## src/rtl/core/six_position_accel_calibrator_core_assert.svh

```systemverilog
// Assertion macros shared by the calibrator core.
`ifndef SIX_POSITION_ACCEL_CALIBRATOR_CORE_ASSERT_SVH
`define SIX_POSITION_ACCEL_CALIBRATOR_CORE_ASSERT_SVH

// Checks that the consequent holds in the same cycle as the antecedent.
`define SPAC_ASSERT_IMPLY(lbl, clk, rst, ante, cons, msg) \
   lbl: assert property (@(posedge clk) disable iff (rst) (ante) |-> (cons)) \
      else $error(msg);

// Checks that the consequent holds in the cycle after the antecedent.
`define SPAC_ASSERT_NEXT(lbl, clk, rst, ante, cons, msg) \
   lbl: assert property (@(posedge clk) disable iff (rst) (ante) |=> (cons)) \
      else $error(msg);

`endif

```

## src/rtl/core/spac_pkg.sv

```systemverilog
// Shared types, constants and width helpers for the calibrator core.
package spac_pkg;

   localparam int DEF_AVG_COUNT = 10;
   localparam int DEF_ADC_BITS  = 10;
   localparam int DEF_FRAC_BITS = 12;

   localparam int PHASE_W = 4;
   localparam int G_W     = 16;
   localparam int TICK_W  = 16;
   localparam int CSR_DATA_W = 32;
   localparam int CSR_ADDR_W = 3;
   localparam int QUEUE_DEPTH = 2;

   // Result stream layout: phase, x_g, y_g, z_g from the lowest bit up.
   localparam int RSP_PAD_W  = 4;
   localparam int RSP_DATA_W = PHASE_W + 3 * G_W + RSP_PAD_W;
   localparam int RSP_USER_W = 2;

   localparam logic [PHASE_W-1:0] PHASE_FIRST    = 4'd1;
   localparam logic [PHASE_W-1:0] PHASE_LAST_CAP = 4'd6;
   localparam logic [PHASE_W-1:0] PHASE_HOLD     = 4'd7;
   localparam logic [PHASE_W-1:0] PHASE_RUN      = 4'd8;

   localparam logic [TICK_W-1:0] TICK_MAX   = 16'hFFFF;
   localparam logic [TICK_W-1:0] WAIT_RESET = 16'd5000;
   localparam logic [TICK_W-1:0] HOLD_RESET = 16'd2000;

   localparam logic [G_W-1:0] G_MAX = 16'h7FFF;
   localparam logic [G_W-1:0] G_MIN = 16'h8000;
   localparam int G_POS_MAG = 32767;
   localparam int G_NEG_MAG = 32768;

   typedef enum logic [1:0] {
      OP_TICK    = 2'd0,
      OP_SAMPLE  = 2'd1,
      OP_RESTART = 2'd2
   } op_type;

   typedef enum logic [0:0] {
      REG_WAIT_MS = 1'b0,
      REG_HOLD_MS = 1'b1
   } csr_reg_type;

   typedef enum logic [1:0] {
      BACK_IDLE,
      BACK_DIV,
      BACK_DONE
   } back_state_type;

   typedef struct packed {
      logic [PHASE_W-1:0] phase;
      logic               conv;
   } job_ctrl_type;

   localparam int CTRL_W = $bits(job_ctrl_type);

   typedef struct packed {
      logic pop;
      logic start_div;
      logic busy;
   } back_status_type;

   // Width of one face sum: AVG_COUNT full-scale samples.
   function automatic int sum_width(int adc_bits, int avg_count);
      return $clog2(avg_count * ((1 << adc_bits) - 1) + 1);
   endfunction

endpackage

```

## src/rtl/core/spac_queue.sv

```systemverilog
// Small job queue between the front and back ends.
module spac_queue #(
   parameter int WIDTH = 8,
   parameter int DEPTH = spac_pkg::QUEUE_DEPTH
) (
   input  logic             clock,
   input  logic             reset,
   input  logic             push,
   input  logic [WIDTH-1:0] wdata,
   input  logic             pop,
   output logic [WIDTH-1:0] rdata,
   output logic             valid,
   output logic             full
);
   import spac_pkg::*;

   localparam int PTR_W = (DEPTH > 1) ? $clog2(DEPTH) : 1;
   localparam int CNT_W = $clog2(DEPTH + 1);

   logic [WIDTH-1:0] mem_ff [DEPTH];
   logic [PTR_W-1:0] wr_ptr_ff, wr_ptr_in;
   logic [PTR_W-1:0] rd_ptr_ff, rd_ptr_in;
   logic [CNT_W-1:0] count_ff, count_in;

   assign rdata = mem_ff[rd_ptr_ff];
   assign valid = (count_ff != '0);
   assign full  = (count_ff == CNT_W'(DEPTH));

   always_comb begin
      wr_ptr_in = wr_ptr_ff;
      rd_ptr_in = rd_ptr_ff;
      count_in  = count_ff;
      if (push) begin
         wr_ptr_in = (wr_ptr_ff == PTR_W'(DEPTH - 1)) ? '0 : wr_ptr_ff + 1'b1;
      end
      if (pop) begin
         rd_ptr_in = (rd_ptr_ff == PTR_W'(DEPTH - 1)) ? '0 : rd_ptr_ff + 1'b1;
      end
      if (push && !pop) begin
         count_in = count_ff + 1'b1;
      end else if (pop && !push) begin
         count_in = count_ff - 1'b1;
      end
   end

   always_ff @(posedge clock) begin
      if (reset) begin
         wr_ptr_ff <= '0;
         rd_ptr_ff <= '0;
         count_ff  <= '0;
      end else begin
         wr_ptr_ff <= wr_ptr_in;
         rd_ptr_ff <= rd_ptr_in;
         count_ff  <= count_in;
      end
   end

   always_ff @(posedge clock) begin
      if (push) begin
         mem_ff[wr_ptr_ff] <= wdata;
      end
   end

endmodule

```

## src/rtl/core/spac_div_lane.sv

```systemverilog
// One axis of the back end: bit-serial divider with rounding and saturation.
module spac_div_lane #(
   parameter int ADC_BITS  = spac_pkg::DEF_ADC_BITS,
   parameter int AVG_COUNT = spac_pkg::DEF_AVG_COUNT,
   parameter int FRAC_BITS = spac_pkg::DEF_FRAC_BITS,
   localparam int SUM_W = spac_pkg::sum_width(ADC_BITS, AVG_COUNT),
   localparam int NUM_W = SUM_W + 2,
   localparam int DEN_W = SUM_W + 1
) (
   input  logic                     clock,
   input  logic                     start,
   input  logic                     step,
   input  logic [NUM_W-1:0]         num,
   input  logic [DEN_W-1:0]         den,
   output logic [spac_pkg::G_W-1:0] g,
   output logic                     zero_den
);
   import spac_pkg::*;

   // Dividend is |num| * 2^(FRAC_BITS+1) + |den|, divided by 2*|den|.
   localparam int Q_W = SUM_W + FRAC_BITS + 3;

   logic [Q_W-1:0]   dq_ff, dq_in;
   logic [SUM_W:0]   rem_ff, rem_in;
   logic [SUM_W-1:0] ad_ff;
   logic             neg_res_ff, num_neg_ff, num_zero_ff, den_zero_ff;
   logic [NUM_W-1:0] an_full;
   logic [DEN_W-1:0] ad_full;
   logic [SUM_W+1:0] shifted, divisor2, diff;
   logic             fits;
   logic [G_W-1:0]   q_low;

   always_comb begin
      an_full  = num[NUM_W-1] ? -num : num;
      ad_full  = den[DEN_W-1] ? -den : den;
      shifted  = {rem_ff, dq_ff[Q_W-1]};
      divisor2 = {1'b0, ad_ff, 1'b0};
      fits     = (shifted >= divisor2);
      diff     = shifted - divisor2;
      dq_in    = dq_ff;
      rem_in   = rem_ff;
      if (start) begin
         dq_in  = Q_W'({an_full[SUM_W:0], {(FRAC_BITS + 1){1'b0}}})
                  + Q_W'(ad_full[SUM_W-1:0]);
         rem_in = '0;
      end else if (step) begin
         dq_in  = {dq_ff[Q_W-2:0], fits};
         rem_in = fits ? diff[SUM_W:0] : shifted[SUM_W:0];
      end
   end

   always_ff @(posedge clock) begin
      dq_ff  <= dq_in;
      rem_ff <= rem_in;
      if (start) begin
         ad_ff       <= ad_full[SUM_W-1:0];
         neg_res_ff  <= num[NUM_W-1] ^ den[DEN_W-1];
         num_neg_ff  <= num[NUM_W-1];
         num_zero_ff <= (num == '0);
         den_zero_ff <= (den == '0);
      end
   end

   always_comb begin
      q_low = dq_ff[G_W-1:0];
      if (den_zero_ff) begin
         g = num_zero_ff ? '0 : (num_neg_ff ? G_MIN : G_MAX);
      end else if (neg_res_ff) begin
         g = (dq_ff > Q_W'(G_NEG_MAG)) ? G_MIN : -q_low;
      end else begin
         g = (dq_ff > Q_W'(G_POS_MAG)) ? G_MAX : q_low;
      end
   end

   assign zero_den = den_zero_ff;

endmodule

```

## src/rtl/core/spac_front.sv

```systemverilog
// Front end: takes items, runs the calibration sequence and queues jobs.
module spac_front #(
   parameter int ADC_BITS  = spac_pkg::DEF_ADC_BITS,
   parameter int AVG_COUNT = spac_pkg::DEF_AVG_COUNT,
   localparam int SUM_W      = spac_pkg::sum_width(ADC_BITS, AVG_COUNT),
   localparam int NUM_W      = SUM_W + 2,
   localparam int DEN_W      = SUM_W + 1,
   localparam int LANE_W     = NUM_W + DEN_W,
   localparam int MATH_W     = 3 * LANE_W,
   localparam int REQ_DATA_W = ((3 * ADC_BITS + 7) / 8) * 8
) (
   input  logic                        clock,
   input  logic                        reset,
   input  logic                        req_tvalid,
   output logic                        req_tready,
   input  logic [REQ_DATA_W-1:0]       req_tdata,
   input  logic [1:0]                  req_tuser,
   input  logic [spac_pkg::TICK_W-1:0] wait_ms,
   input  logic [spac_pkg::TICK_W-1:0] hold_ms,
   input  logic                        q_full,
   output logic                        job_push,
   output spac_pkg::job_ctrl_type      job_ctrl,
   output logic [MATH_W-1:0]           job_math
);
   import spac_pkg::*;

   localparam int CNT_W = $clog2(AVG_COUNT + 1);

   logic [PHASE_W-1:0]  phase_ff, phase_in;
   logic [TICK_W-1:0]   ticks_ff, ticks_in, ticks_sat;
   logic [CNT_W-1:0]    cnt_ff, cnt_in;
   logic [SUM_W-1:0]    sum_ff, sum_in, sum_acc;
   logic [SUM_W-1:0]    face_ff [6];
   logic                face_we;
   logic [2:0]          face_idx;
   logic                capturing;
   logic                accept;
   op_type              op;
   logic [ADC_BITS-1:0] raw [3];
   logic [ADC_BITS-1:0] raw_sel;

   assign req_tready = !q_full;
   assign accept     = req_tvalid && req_tready;
   assign job_push   = accept;
   assign op         = op_type'(req_tuser);

   for (genvar a = 0; a < 3; a++) begin : g_axis
      logic [SUM_W:0] scaled;
      assign raw[a]  = req_tdata[a*ADC_BITS +: ADC_BITS];
      assign scaled  = (SUM_W + 1)'(raw[a]) * (SUM_W + 1)'(2 * AVG_COUNT);
      // Numerator 2*N*raw - P - Nneg and denominator P - Nneg for this axis.
      assign job_math[a*LANE_W +: NUM_W] = {1'b0, scaled}
                                           - {2'b00, face_ff[2*a]}
                                           - {2'b00, face_ff[2*a+1]};
      assign job_math[a*LANE_W+NUM_W +: DEN_W] = {1'b0, face_ff[2*a]}
                                                 - {1'b0, face_ff[2*a+1]};
   end

   always_comb begin
      face_idx  = phase_ff[2:0] - 3'd1;
      capturing = (phase_ff >= PHASE_FIRST) && (phase_ff <= PHASE_LAST_CAP);
      unique case (face_idx[2:1])
         2'd0:    raw_sel = raw[0];
         2'd1:    raw_sel = raw[1];
         default: raw_sel = raw[2];
      endcase
      sum_acc   = sum_ff + SUM_W'(raw_sel);
      ticks_sat = (ticks_ff == TICK_MAX) ? ticks_ff : ticks_ff + 1'b1;

      phase_in = phase_ff;
      ticks_in = ticks_ff;
      cnt_in   = cnt_ff;
      sum_in   = sum_ff;
      face_we  = 1'b0;
      if (accept) begin
         unique case (op)
            OP_TICK: begin
               ticks_in = ticks_sat;
               if (phase_ff == PHASE_HOLD && ticks_sat >= hold_ms) begin
                  phase_in = PHASE_RUN;
               end
            end
            OP_RESTART: begin
               phase_in = PHASE_FIRST;
               ticks_in = '0;
               cnt_in   = '0;
               sum_in   = '0;
            end
            OP_SAMPLE: begin
               if (capturing && ticks_ff >= wait_ms) begin
                  if (cnt_ff == CNT_W'(AVG_COUNT - 1)) begin
                     face_we  = 1'b1;
                     sum_in   = '0;
                     cnt_in   = '0;
                     ticks_in = '0;
                     phase_in = phase_ff + 1'b1;
                  end else begin
                     sum_in = sum_acc;
                     cnt_in = cnt_ff + 1'b1;
                  end
               end
            end
            default: ;
         endcase
      end

      job_ctrl.phase = phase_in;
      job_ctrl.conv  = (op == OP_SAMPLE) && (phase_ff == PHASE_RUN);
   end

   always_ff @(posedge clock) begin
      if (reset) begin
         phase_ff <= PHASE_FIRST;
         ticks_ff <= '0;
         cnt_ff   <= '0;
         sum_ff   <= '0;
         for (int i = 0; i < 6; i++) begin
            face_ff[i] <= '0;
         end
      end else begin
         phase_ff <= phase_in;
         ticks_ff <= ticks_in;
         cnt_ff   <= cnt_in;
         sum_ff   <= sum_in;
         if (face_we) begin
            face_ff[face_idx] <= sum_acc;
         end
      end
   end

endmodule

```

## src/rtl/core/spac_back.sv

```systemverilog
// Back end: runs the three divider lanes and holds the result register.
module spac_back #(
   parameter int ADC_BITS  = spac_pkg::DEF_ADC_BITS,
   parameter int AVG_COUNT = spac_pkg::DEF_AVG_COUNT,
   parameter int FRAC_BITS = spac_pkg::DEF_FRAC_BITS,
   localparam int SUM_W    = spac_pkg::sum_width(ADC_BITS, AVG_COUNT),
   localparam int NUM_W    = SUM_W + 2,
   localparam int DEN_W    = SUM_W + 1,
   localparam int LANE_W   = NUM_W + DEN_W,
   localparam int Q_DATA_W = 3 * LANE_W + spac_pkg::CTRL_W
) (
   input  logic                            clock,
   input  logic                            reset,
   input  logic                            q_valid,
   input  logic [Q_DATA_W-1:0]             q_rdata,
   output spac_pkg::back_status_type       back_status,
   output logic                            rsp_tvalid,
   input  logic                            rsp_tready,
   output logic [spac_pkg::RSP_DATA_W-1:0] rsp_tdata,
   output logic [spac_pkg::RSP_USER_W-1:0] rsp_tuser
);
   import spac_pkg::*;

   localparam int Q_W   = SUM_W + FRAC_BITS + 3;
   localparam int CNT_W = $clog2(Q_W);

   back_state_type     state_ff, state_in;
   logic [CNT_W-1:0]   cnt_ff, cnt_in;
   logic [PHASE_W-1:0] job_phase_ff;
   job_ctrl_type       q_ctrl;
   logic               out_free, pop, start, step, load, load_conv;
   logic [G_W-1:0]     lane_g [3];
   logic [2:0]         lane_zero;

   logic               rsp_valid_ff, rsp_valid_in;
   logic [PHASE_W-1:0] rsp_phase_ff;
   logic               rsp_conv_ff, rsp_zero_ff;
   logic [G_W-1:0]     rsp_g_ff [3];

   assign q_ctrl = job_ctrl_type'(q_rdata[CTRL_W-1:0]);
   assign step   = (state_ff == BACK_DIV);

   for (genvar a = 0; a < 3; a++) begin : g_lane
      spac_div_lane #(
         .ADC_BITS  (ADC_BITS),
         .AVG_COUNT (AVG_COUNT),
         .FRAC_BITS (FRAC_BITS)
      ) u_lane (
         .clock    (clock),
         .start    (start),
         .step     (step),
         .num      (q_rdata[CTRL_W + a*LANE_W +: NUM_W]),
         .den      (q_rdata[CTRL_W + a*LANE_W + NUM_W +: DEN_W]),
         .g        (lane_g[a]),
         .zero_den (lane_zero[a])
      );
   end

   always_comb begin
      out_free  = !rsp_valid_ff || rsp_tready;
      state_in  = state_ff;
      cnt_in    = cnt_ff;
      pop       = 1'b0;
      start     = 1'b0;
      load      = 1'b0;
      load_conv = 1'b0;
      unique case (state_ff)
         BACK_IDLE: begin
            if (q_valid) begin
               if (q_ctrl.conv) begin
                  pop      = 1'b1;
                  start    = 1'b1;
                  cnt_in   = CNT_W'(Q_W - 1);
                  state_in = BACK_DIV;
               end else if (out_free) begin
                  pop  = 1'b1;
                  load = 1'b1;
               end
            end
         end
         BACK_DIV: begin
            if (cnt_ff == '0) begin
               state_in = BACK_DONE;
            end else begin
               cnt_in = cnt_ff - 1'b1;
            end
         end
         BACK_DONE: begin
            if (out_free) begin
               load      = 1'b1;
               load_conv = 1'b1;
               state_in  = BACK_IDLE;
            end
         end
         default: state_in = BACK_IDLE;
      endcase

      rsp_valid_in = rsp_valid_ff;
      if (load) begin
         rsp_valid_in = 1'b1;
      end else if (rsp_tready) begin
         rsp_valid_in = 1'b0;
      end

      back_status.pop       = pop;
      back_status.start_div = start;
      back_status.busy      = step;
   end

   always_ff @(posedge clock) begin
      if (reset) begin
         state_ff     <= BACK_IDLE;
         cnt_ff       <= '0;
         rsp_valid_ff <= 1'b0;
      end else begin
         state_ff     <= state_in;
         cnt_ff       <= cnt_in;
         rsp_valid_ff <= rsp_valid_in;
      end
   end

   always_ff @(posedge clock) begin
      if (start) begin
         job_phase_ff <= q_ctrl.phase;
      end
      if (load) begin
         rsp_phase_ff <= load_conv ? job_phase_ff : q_ctrl.phase;
         rsp_conv_ff  <= load_conv;
         rsp_zero_ff  <= load_conv && (lane_zero != '0);
         for (int i = 0; i < 3; i++) begin
            rsp_g_ff[i] <= load_conv ? lane_g[i] : '0;
         end
      end
   end

   assign rsp_tvalid = rsp_valid_ff;
   assign rsp_tdata  = {{RSP_PAD_W{1'b0}}, rsp_g_ff[2], rsp_g_ff[1], rsp_g_ff[0],
                        rsp_phase_ff};
   assign rsp_tuser  = {rsp_zero_ff, rsp_conv_ff};

endmodule

```

## src/rtl/core/six_position_accel_calibrator_core.sv

```systemverilog
// Top level of the six-position accelerometer calibrator.
//
//   Channel  Direction  Handshake              Payload
//   req_     in         tvalid/tready          tuser: operation; tdata: raw_x, raw_y, raw_z
//   rsp_     out        tvalid/tready          tuser: conv_valid, zero_scale; tdata: g values
//   csr_     in         psel/penable/pready    wait_ms at 0x0, hold_ms at 0x4
//
// Ticks, restarts, capture samples and ignored samples pass the front end
// combinationally into the job queue and reach rsp_ through the response
// register once the back end pops them. A runtime sample holds the back end
// while the three bit-serial divider lanes work one quotient bit per cycle.
// The two-entry job queue lets the front end keep taking items meanwhile.
// Reset is synchronous; it clears all control state and the six face sums.
// A stalled rsp_ side fills the queue and then drops req_tready.
`include "six_position_accel_calibrator_core_assert.svh"

module six_position_accel_calibrator_core #(
   parameter int AVG_COUNT = spac_pkg::DEF_AVG_COUNT,
   parameter int ADC_BITS  = spac_pkg::DEF_ADC_BITS,
   parameter int FRAC_BITS = spac_pkg::DEF_FRAC_BITS,
   localparam int REQ_DATA_W = ((3 * ADC_BITS + 7) / 8) * 8
) (
   input  logic                            clock,
   input  logic                            reset,
   // req_tdata: raw_x, raw_y, raw_z (ADC_BITS each), zero fill
   input  logic                            req_tvalid,
   output logic                            req_tready,
   input  logic [REQ_DATA_W-1:0]           req_tdata,
   // req_tuser: operation
   input  logic [1:0]                      req_tuser,
   // rsp_tdata: phase, x_g, y_g, z_g, zero fill
   output logic                            rsp_tvalid,
   input  logic                            rsp_tready,
   output logic [spac_pkg::RSP_DATA_W-1:0] rsp_tdata,
   // rsp_tuser: conv_valid, zero_scale
   output logic [spac_pkg::RSP_USER_W-1:0] rsp_tuser,
   input  logic                            csr_psel,
   input  logic                            csr_penable,
   input  logic                            csr_pwrite,
   input  logic [spac_pkg::CSR_ADDR_W-1:0] csr_paddr,
   input  logic [spac_pkg::CSR_DATA_W-1:0] csr_pwdata,
   output logic [spac_pkg::CSR_DATA_W-1:0] csr_prdata,
   output logic                            csr_pready
);
   import spac_pkg::*;

   localparam int SUM_W    = sum_width(ADC_BITS, AVG_COUNT);
   localparam int LANE_W   = (SUM_W + 2) + (SUM_W + 1);
   localparam int MATH_W   = 3 * LANE_W;
   localparam int Q_DATA_W = MATH_W + CTRL_W;

   logic [TICK_W-1:0] wait_ms_ff, wait_ms_in;
   logic [TICK_W-1:0] hold_ms_ff, hold_ms_in;
   logic              csr_write;
   csr_reg_type       reg_sel;

   job_ctrl_type      job_ctrl;
   logic [MATH_W-1:0] job_math;
   logic              job_push;
   logic [Q_DATA_W-1:0] q_rdata;
   logic              q_valid, q_full;
   back_status_type   back_status;

   assign csr_pready = 1'b1;
   assign csr_write  = csr_psel && csr_penable && csr_pwrite && csr_pready;
   assign reg_sel    = csr_reg_type'(csr_paddr[2]);

   always_comb begin
      wait_ms_in = wait_ms_ff;
      hold_ms_in = hold_ms_ff;
      unique case (reg_sel)
         REG_WAIT_MS: begin
            csr_prdata = CSR_DATA_W'(wait_ms_ff);
            if (csr_write) begin
               wait_ms_in = csr_pwdata[TICK_W-1:0];
            end
         end
         REG_HOLD_MS: begin
            csr_prdata = CSR_DATA_W'(hold_ms_ff);
            if (csr_write) begin
               hold_ms_in = csr_pwdata[TICK_W-1:0];
            end
         end
      endcase
   end

   always_ff @(posedge clock) begin
      if (reset) begin
         wait_ms_ff <= WAIT_RESET;
         hold_ms_ff <= HOLD_RESET;
      end else begin
         wait_ms_ff <= wait_ms_in;
         hold_ms_ff <= hold_ms_in;
      end
   end

   spac_front #(
      .ADC_BITS  (ADC_BITS),
      .AVG_COUNT (AVG_COUNT)
   ) u_front (
      .clock      (clock),
      .reset      (reset),
      .req_tvalid (req_tvalid),
      .req_tready (req_tready),
      .req_tdata  (req_tdata),
      .req_tuser  (req_tuser),
      .wait_ms    (wait_ms_ff),
      .hold_ms    (hold_ms_ff),
      .q_full     (q_full),
      .job_push   (job_push),
      .job_ctrl   (job_ctrl),
      .job_math   (job_math)
   );

   spac_queue #(
      .WIDTH (Q_DATA_W),
      .DEPTH (QUEUE_DEPTH)
   ) u_queue (
      .clock (clock),
      .reset (reset),
      .push  (job_push),
      .wdata ({job_math, job_ctrl}),
      .pop   (back_status.pop),
      .rdata (q_rdata),
      .valid (q_valid),
      .full  (q_full)
   );

   spac_back #(
      .ADC_BITS  (ADC_BITS),
      .AVG_COUNT (AVG_COUNT),
      .FRAC_BITS (FRAC_BITS)
   ) u_back (
      .clock       (clock),
      .reset       (reset),
      .q_valid     (q_valid),
      .q_rdata     (q_rdata),
      .back_status (back_status),
      .rsp_tvalid  (rsp_tvalid),
      .rsp_tready  (rsp_tready),
      .rsp_tdata   (rsp_tdata),
      .rsp_tuser   (rsp_tuser)
   );

   `SPAC_ASSERT_IMPLY(a_pop_needs_item, clock, reset, back_status.pop, q_valid, "pop from empty queue")
   `SPAC_ASSERT_NEXT(a_div_follows_start, clock, reset, back_status.start_div, back_status.busy, "divider did not start")
   `SPAC_ASSERT_IMPLY(a_unconverted_zero, clock, reset, rsp_tvalid && !rsp_tuser[0], rsp_tdata[RSP_DATA_W-1:PHASE_W] == '0, "g fields set without conversion")
   `SPAC_ASSERT_IMPLY(a_zero_scale_conv, clock, reset, rsp_tvalid && rsp_tuser[1], rsp_tuser[0], "zero_scale without conversion")

endmodule
```

## config.mk

```make
export PLATFORM = sky130hd
export DESIGN_NAME = six_position_accel_calibrator_core
export DESIGN_NICKNAME = d
export VERILOG_FILES = /design/src/rtl/core/spac_pkg.sv /design/src/rtl/core/spac_queue.sv /design/src/rtl/core/spac_div_lane.sv /design/src/rtl/core/spac_front.sv /design/src/rtl/core/spac_back.sv /design/src/rtl/core/six_position_accel_calibrator_core.sv
export VERILOG_INCLUDE_DIRS = /design/src /design/src/rtl/core
export SDC_FILE = /design/constraint.sdc
export NUM_CORES = 2
export LEC_CHECK = 0
export BUFFER_PORTS_ARGS = -buffer_cell sky130_fd_sc_hd__buf_2
export CORE_AREA = 5 5 213 421
export CTS_BUF_LIST = sky130_fd_sc_hd__clkbuf_8
export CTS_CLUSTER_DIAMETER = 60
export DETAILED_ROUTE_END_ITERATION = 10
export DIE_AREA = 0 0 218 426
export PLACE_DENSITY_LB_ADDON = 0.08
export REMOVE_ABC_BUFFERS = 1
export SLEW_MARGIN = 10
export SYNTH_ARGS = -nofsm -noshare
export SYNTH_HDL_FRONTEND = slang
export SYNTH_SLANG_ARGS = --single-unit
```

## constraint.sdc

```tcl
create_clock -name clock -period 7.4 [get_ports clock]
set_input_delay 1.48 -clock clock [delete_from_list [all_inputs] [get_ports clock]]
set_output_delay 1.48 -clock clock [all_outputs]
set_load 0.01 [all_outputs]
```

==> impl_metrics.env <==
export IMPL_number_of_global_route_vias_before_repair=28700
export IMPL_drc=0
export IMPL_global_route_wire_length_before_repair_um=155000
export IMPL_pwr_share_clk_pct=20.0
export IMPL_cpMaxStageDelayCell="nor4_2"
export IMPL_finalSetupViolations=0
export IMPL_post_route_wl_um=98900
export IMPL_timing_critical_path_buf_inv=0
export IMPL_worst_pin_slew_ns=1.10
export IMPL_report_final_hold_viol_count=0
export IMPL_count_of_antenna_violating_nets_left_after_detailed_routing=0
export IMPL_start_kind="register"
export IMPL_endpoint_kind="register"
export IMPL_crit_path_frequent_cell="nor2_1"
export IMPL_timing_clock_skew_ns=0.0433
export IMPL_synth_area_top_cells="edfxtp_1, ha_1, dfxtp_1"
export IMPL_min_period_over_period_pct=67.3
export IMPL_cts_tree="yes"
export IMPL_worst_hold_path_num_cells=2
export IMPL_crit_path_dat_ns=5.47
export IMPL_maximum_capacitance_violations=0
export IMPL_synth_top_cells_by_count="edfxtp_1, nand2_1, inv_1"
export IMPL_post_dp_hpwl_um=76300
export IMPL_fin_crit_ns=4.98
export IMPL_dieWidth_um=218
export IMPL_clock_tree_buffer_depth=3
export IMPL_portBuffers=127
export IMPL_drt_initial_drc_count=1274
export IMPL_drt_vias_per_instance=5.37
export IMPL_floorplan_die_area_mm2=0.0929
export IMPL_cts_htree_levels=3
export IMPL_antenna_found_initial=1
export IMPL_edff_count_synth=473
export IMPL_worst_path_largest_cell_delay_ns=0.82
export IMPL_gp_routability_congestion=0.934
export IMPL_route_detailed_wl_per_inst_um=18.9
export IMPL_ys_async_sr_fraction_pct=0
export IMPL_seq_power_share_pct=38.3
export IMPL_netlist_area_leader_share_pct=37.1
export IMPL_synthesis_area_mm2=0.0383
export IMPL_cell_internal_pwr_uw=8960
export IMPL_final_max_slew_violation_count=0
export IMPL_globalRoute_totalOverflow=0
export IMPL_firstDrtPassIters=8
export IMPL_synth_largest_area_cell="edfxtp_1"
export IMPL_cts_repair_resize_count=0
export IMPL_p_per_area_mw_per_mm2=356
export IMPL_netlist_cell_type_count=105
export IMPL_power_combinational_fraction_pct=41.6
export IMPL_netlist_instances=3876
export IMPL_layout_drive_gt1_share_pct=9.77
export IMPL_maximum_number_of_pins_on_one_net_before_global_route_repair=83
export IMPL_p_sw_uw=5980
export IMPL_die_y_um=426
export IMPL_critical_path_peak_fanout=8
export IMPL_timing_worst_setup_path_type="reg -> reg"
export IMPL_synth_seq_area_share_pct=43.8
export IMPL_floorplan_core_area_mm2=0.0860
export IMPL_rows=152
export IMPL_postLayoutCoreUtil_pct=48.8
export IMPL_place_worst_setup_slack_ns=1.87
export IMPL_synth_register_bits=601
export IMPL_worst_r2r_cell_count=12
export IMPL_achievable_frequency_mhz=201
export IMPL_clk_pin_slew_worst_paths_ns=0.07
export IMPL_clk_root_buffer_cell="clkbuf_8"
export IMPL_clkSinkCount=601
export IMPL_clock_network_latency_to_the_later_pin_of_the_worst_skew_pair_ns=0.76
export IMPL_final_nets=4411
export IMPL_critPathRequiredTime_ns=7.89
export IMPL_yosys_cell_count_top_type="edfxtp_1"
export IMPL_cts_setup_buffers=0
export IMPL_vdd_ir_drop_worst_v=0.000223
export IMPL_postSynth_topFlopCell="edfxtp_1"
export IMPL_cts_made_buffers=92
export IMPL_rsz0062_at_grt="false"
export IMPL_worst_path_stages=12
export IMPL_num_io_pins=169
export IMPL_avg_cell_area_syn_um2=9.88
export IMPL_syn2layout_area_growth_pct=9.62
export IMPL_hp_class="reg -> reg"
export IMPL_post_layout_worst_setup_margin_ns=2.42
export IMPL_start_util_pct=44.5
export IMPL_synth_yosys_warnings=0
export IMPL_cpLargestDelayFamily="simple AND/OR/NAND/NOR gates"
export IMPL_cp_cell_sequence="and4_1 -> nand4_1 -> nor4_2 -> nor2_1 -> nor2_1 -> ha_1 -> a21oi_1 -> o21ai_0 -> a41oi_1 -> nor3_1 -> a221oi_1 -> nor2_1"
export IMPL_total_vias_in_the_final_route=28100
export IMPL_result_of_the_run="finished clean"
export IMPL_slew_headroom_pct=26.2
export IMPL_postCtsHoldBufs=0
export IMPL_leakage_uw=0.0168
export IMPL_groute_usage_overall_pct=21.1
export IMPL_swShare_pct=40.0
-- placed cells by master, fill, tap and decap left out, drive strengths merged, types with 26 or more instances in the layout --
cell      n
xor2     86
o21ai   232
fa       49
mux2i   109
nand4    26
or3      45
edfxtp  473
nand3    86
inv     372
a31oi    35
nor4     29
xnor2   175
nand2b   38
nand2   442
nor2b    32
a21oi   195
a21o     40
nor2    293
clkbuf   97
ha      291
o211ai   50
dfxtp   128
o31ai    37
mux2     29
clkinv   41
nor3     93
buf     161
-- final timing paths --
path                                    endpoint                        startpoint  slack [ns]
hold / removal       wait_ms_ff[14]$_SDFFE_PP0P_       wait_ms_ff[14]$_SDFFE_PP0P_        0.45
setup reg to reg  u_queue.mem_ff[1][4]$_DFFE_PP_  u_front.ticks_ff[3]$_SDFFE_PP0P_        2.42
setup / recovery  u_queue.mem_ff[1][4]$_DFFE_PP_  u_front.ticks_ff[3]$_SDFFE_PP0P_        2.42
hold reg to reg      wait_ms_ff[14]$_SDFFE_PP0P_       wait_ms_ff[14]$_SDFFE_PP0P_        0.45
-- through the flow --
step                      hold slack (ns)  area (µm²)  TNS (ns)  power, µW  cells
after floorplan                     0.430       37600  -1114.10      10300   3740
after global placement              0.443       40000         0      12000   5056
after detailed placement            0.446       40000         0      12100   5056
after CTS                           0.455       42000         0      15100   5229
after global routing                0.471       42000         0      16100   5230
final                               0.455       42000         0      14900   5230
-- logic make-up (layout without fill, tap and decap cells) --
group | Yosys count | count (layout) | synth area share (%)
simple gates | 1225 | 1225 | 15.5
compound gates | 802 | 802 | 13.5
flops | 601 | 601 | 43.8
buf+inv | 507 | 686 | 5.41
fa+ha+maj | 340 | 340 | 12.1
xor+xnor | 261 | 261 | 5.99
mux | 138 | 138 | 3.77
other cells | 2 | 22 | 0.0196
-- flip-flops by register name (all words and copies together) (netlist names), 42 cells and up, named ones only --
name                         flops
u_back.g_lane.u_lane.dq_ff      87
u_back.rsp_g_ff                 48
u_back.g_lane.u_lane.ad_ff      42
u_back.g_lane.u_lane.rem_ff     45
u_front.face_ff                 84
u_queue.mem_ff                 190
-- layout make-up --
class | count | area, µm²
Timing Repair Buffer | 161 | 891
Sequential cell | 601 | 16800
Antenna cell | 1 | 2.50
Clock buffer | 97 | 1340
Multi-Input combinational cell | 2787 | 19600
Inverter | 352 | 1330
Clock inverter | 76 | 631
Fill cell | 8305 | 44000
Tap cell | 1155 | 1450
-- metal layers --
layer	wire, µm	GRT usage (%)
met1	36700	22.0
met2	53300	40.6
met3	3700	3.44
met4	5230	10.2
met5	0	0
-- power by group through the flow --
stage / sequential [µW] / clock (µW) / combinational (µW)
after floorplan: 5760 / 0 / 4590
after global placement: 5790 / 0 / 6220
after detailed placement: 5800 / 0 / 6280
after CTS: 5730 / 3100 / 6310
after global routing: 5840 / 3250 / 6970
final: 5720 / 2990 / 6220
-- worst min-delay path, stage by stage, from the launching register on --
cell	delay [ns]
dfxtp_1	0.31
nand2_1	0.05
a21oi_1	0.05
(Power assumes the default switching activity.)
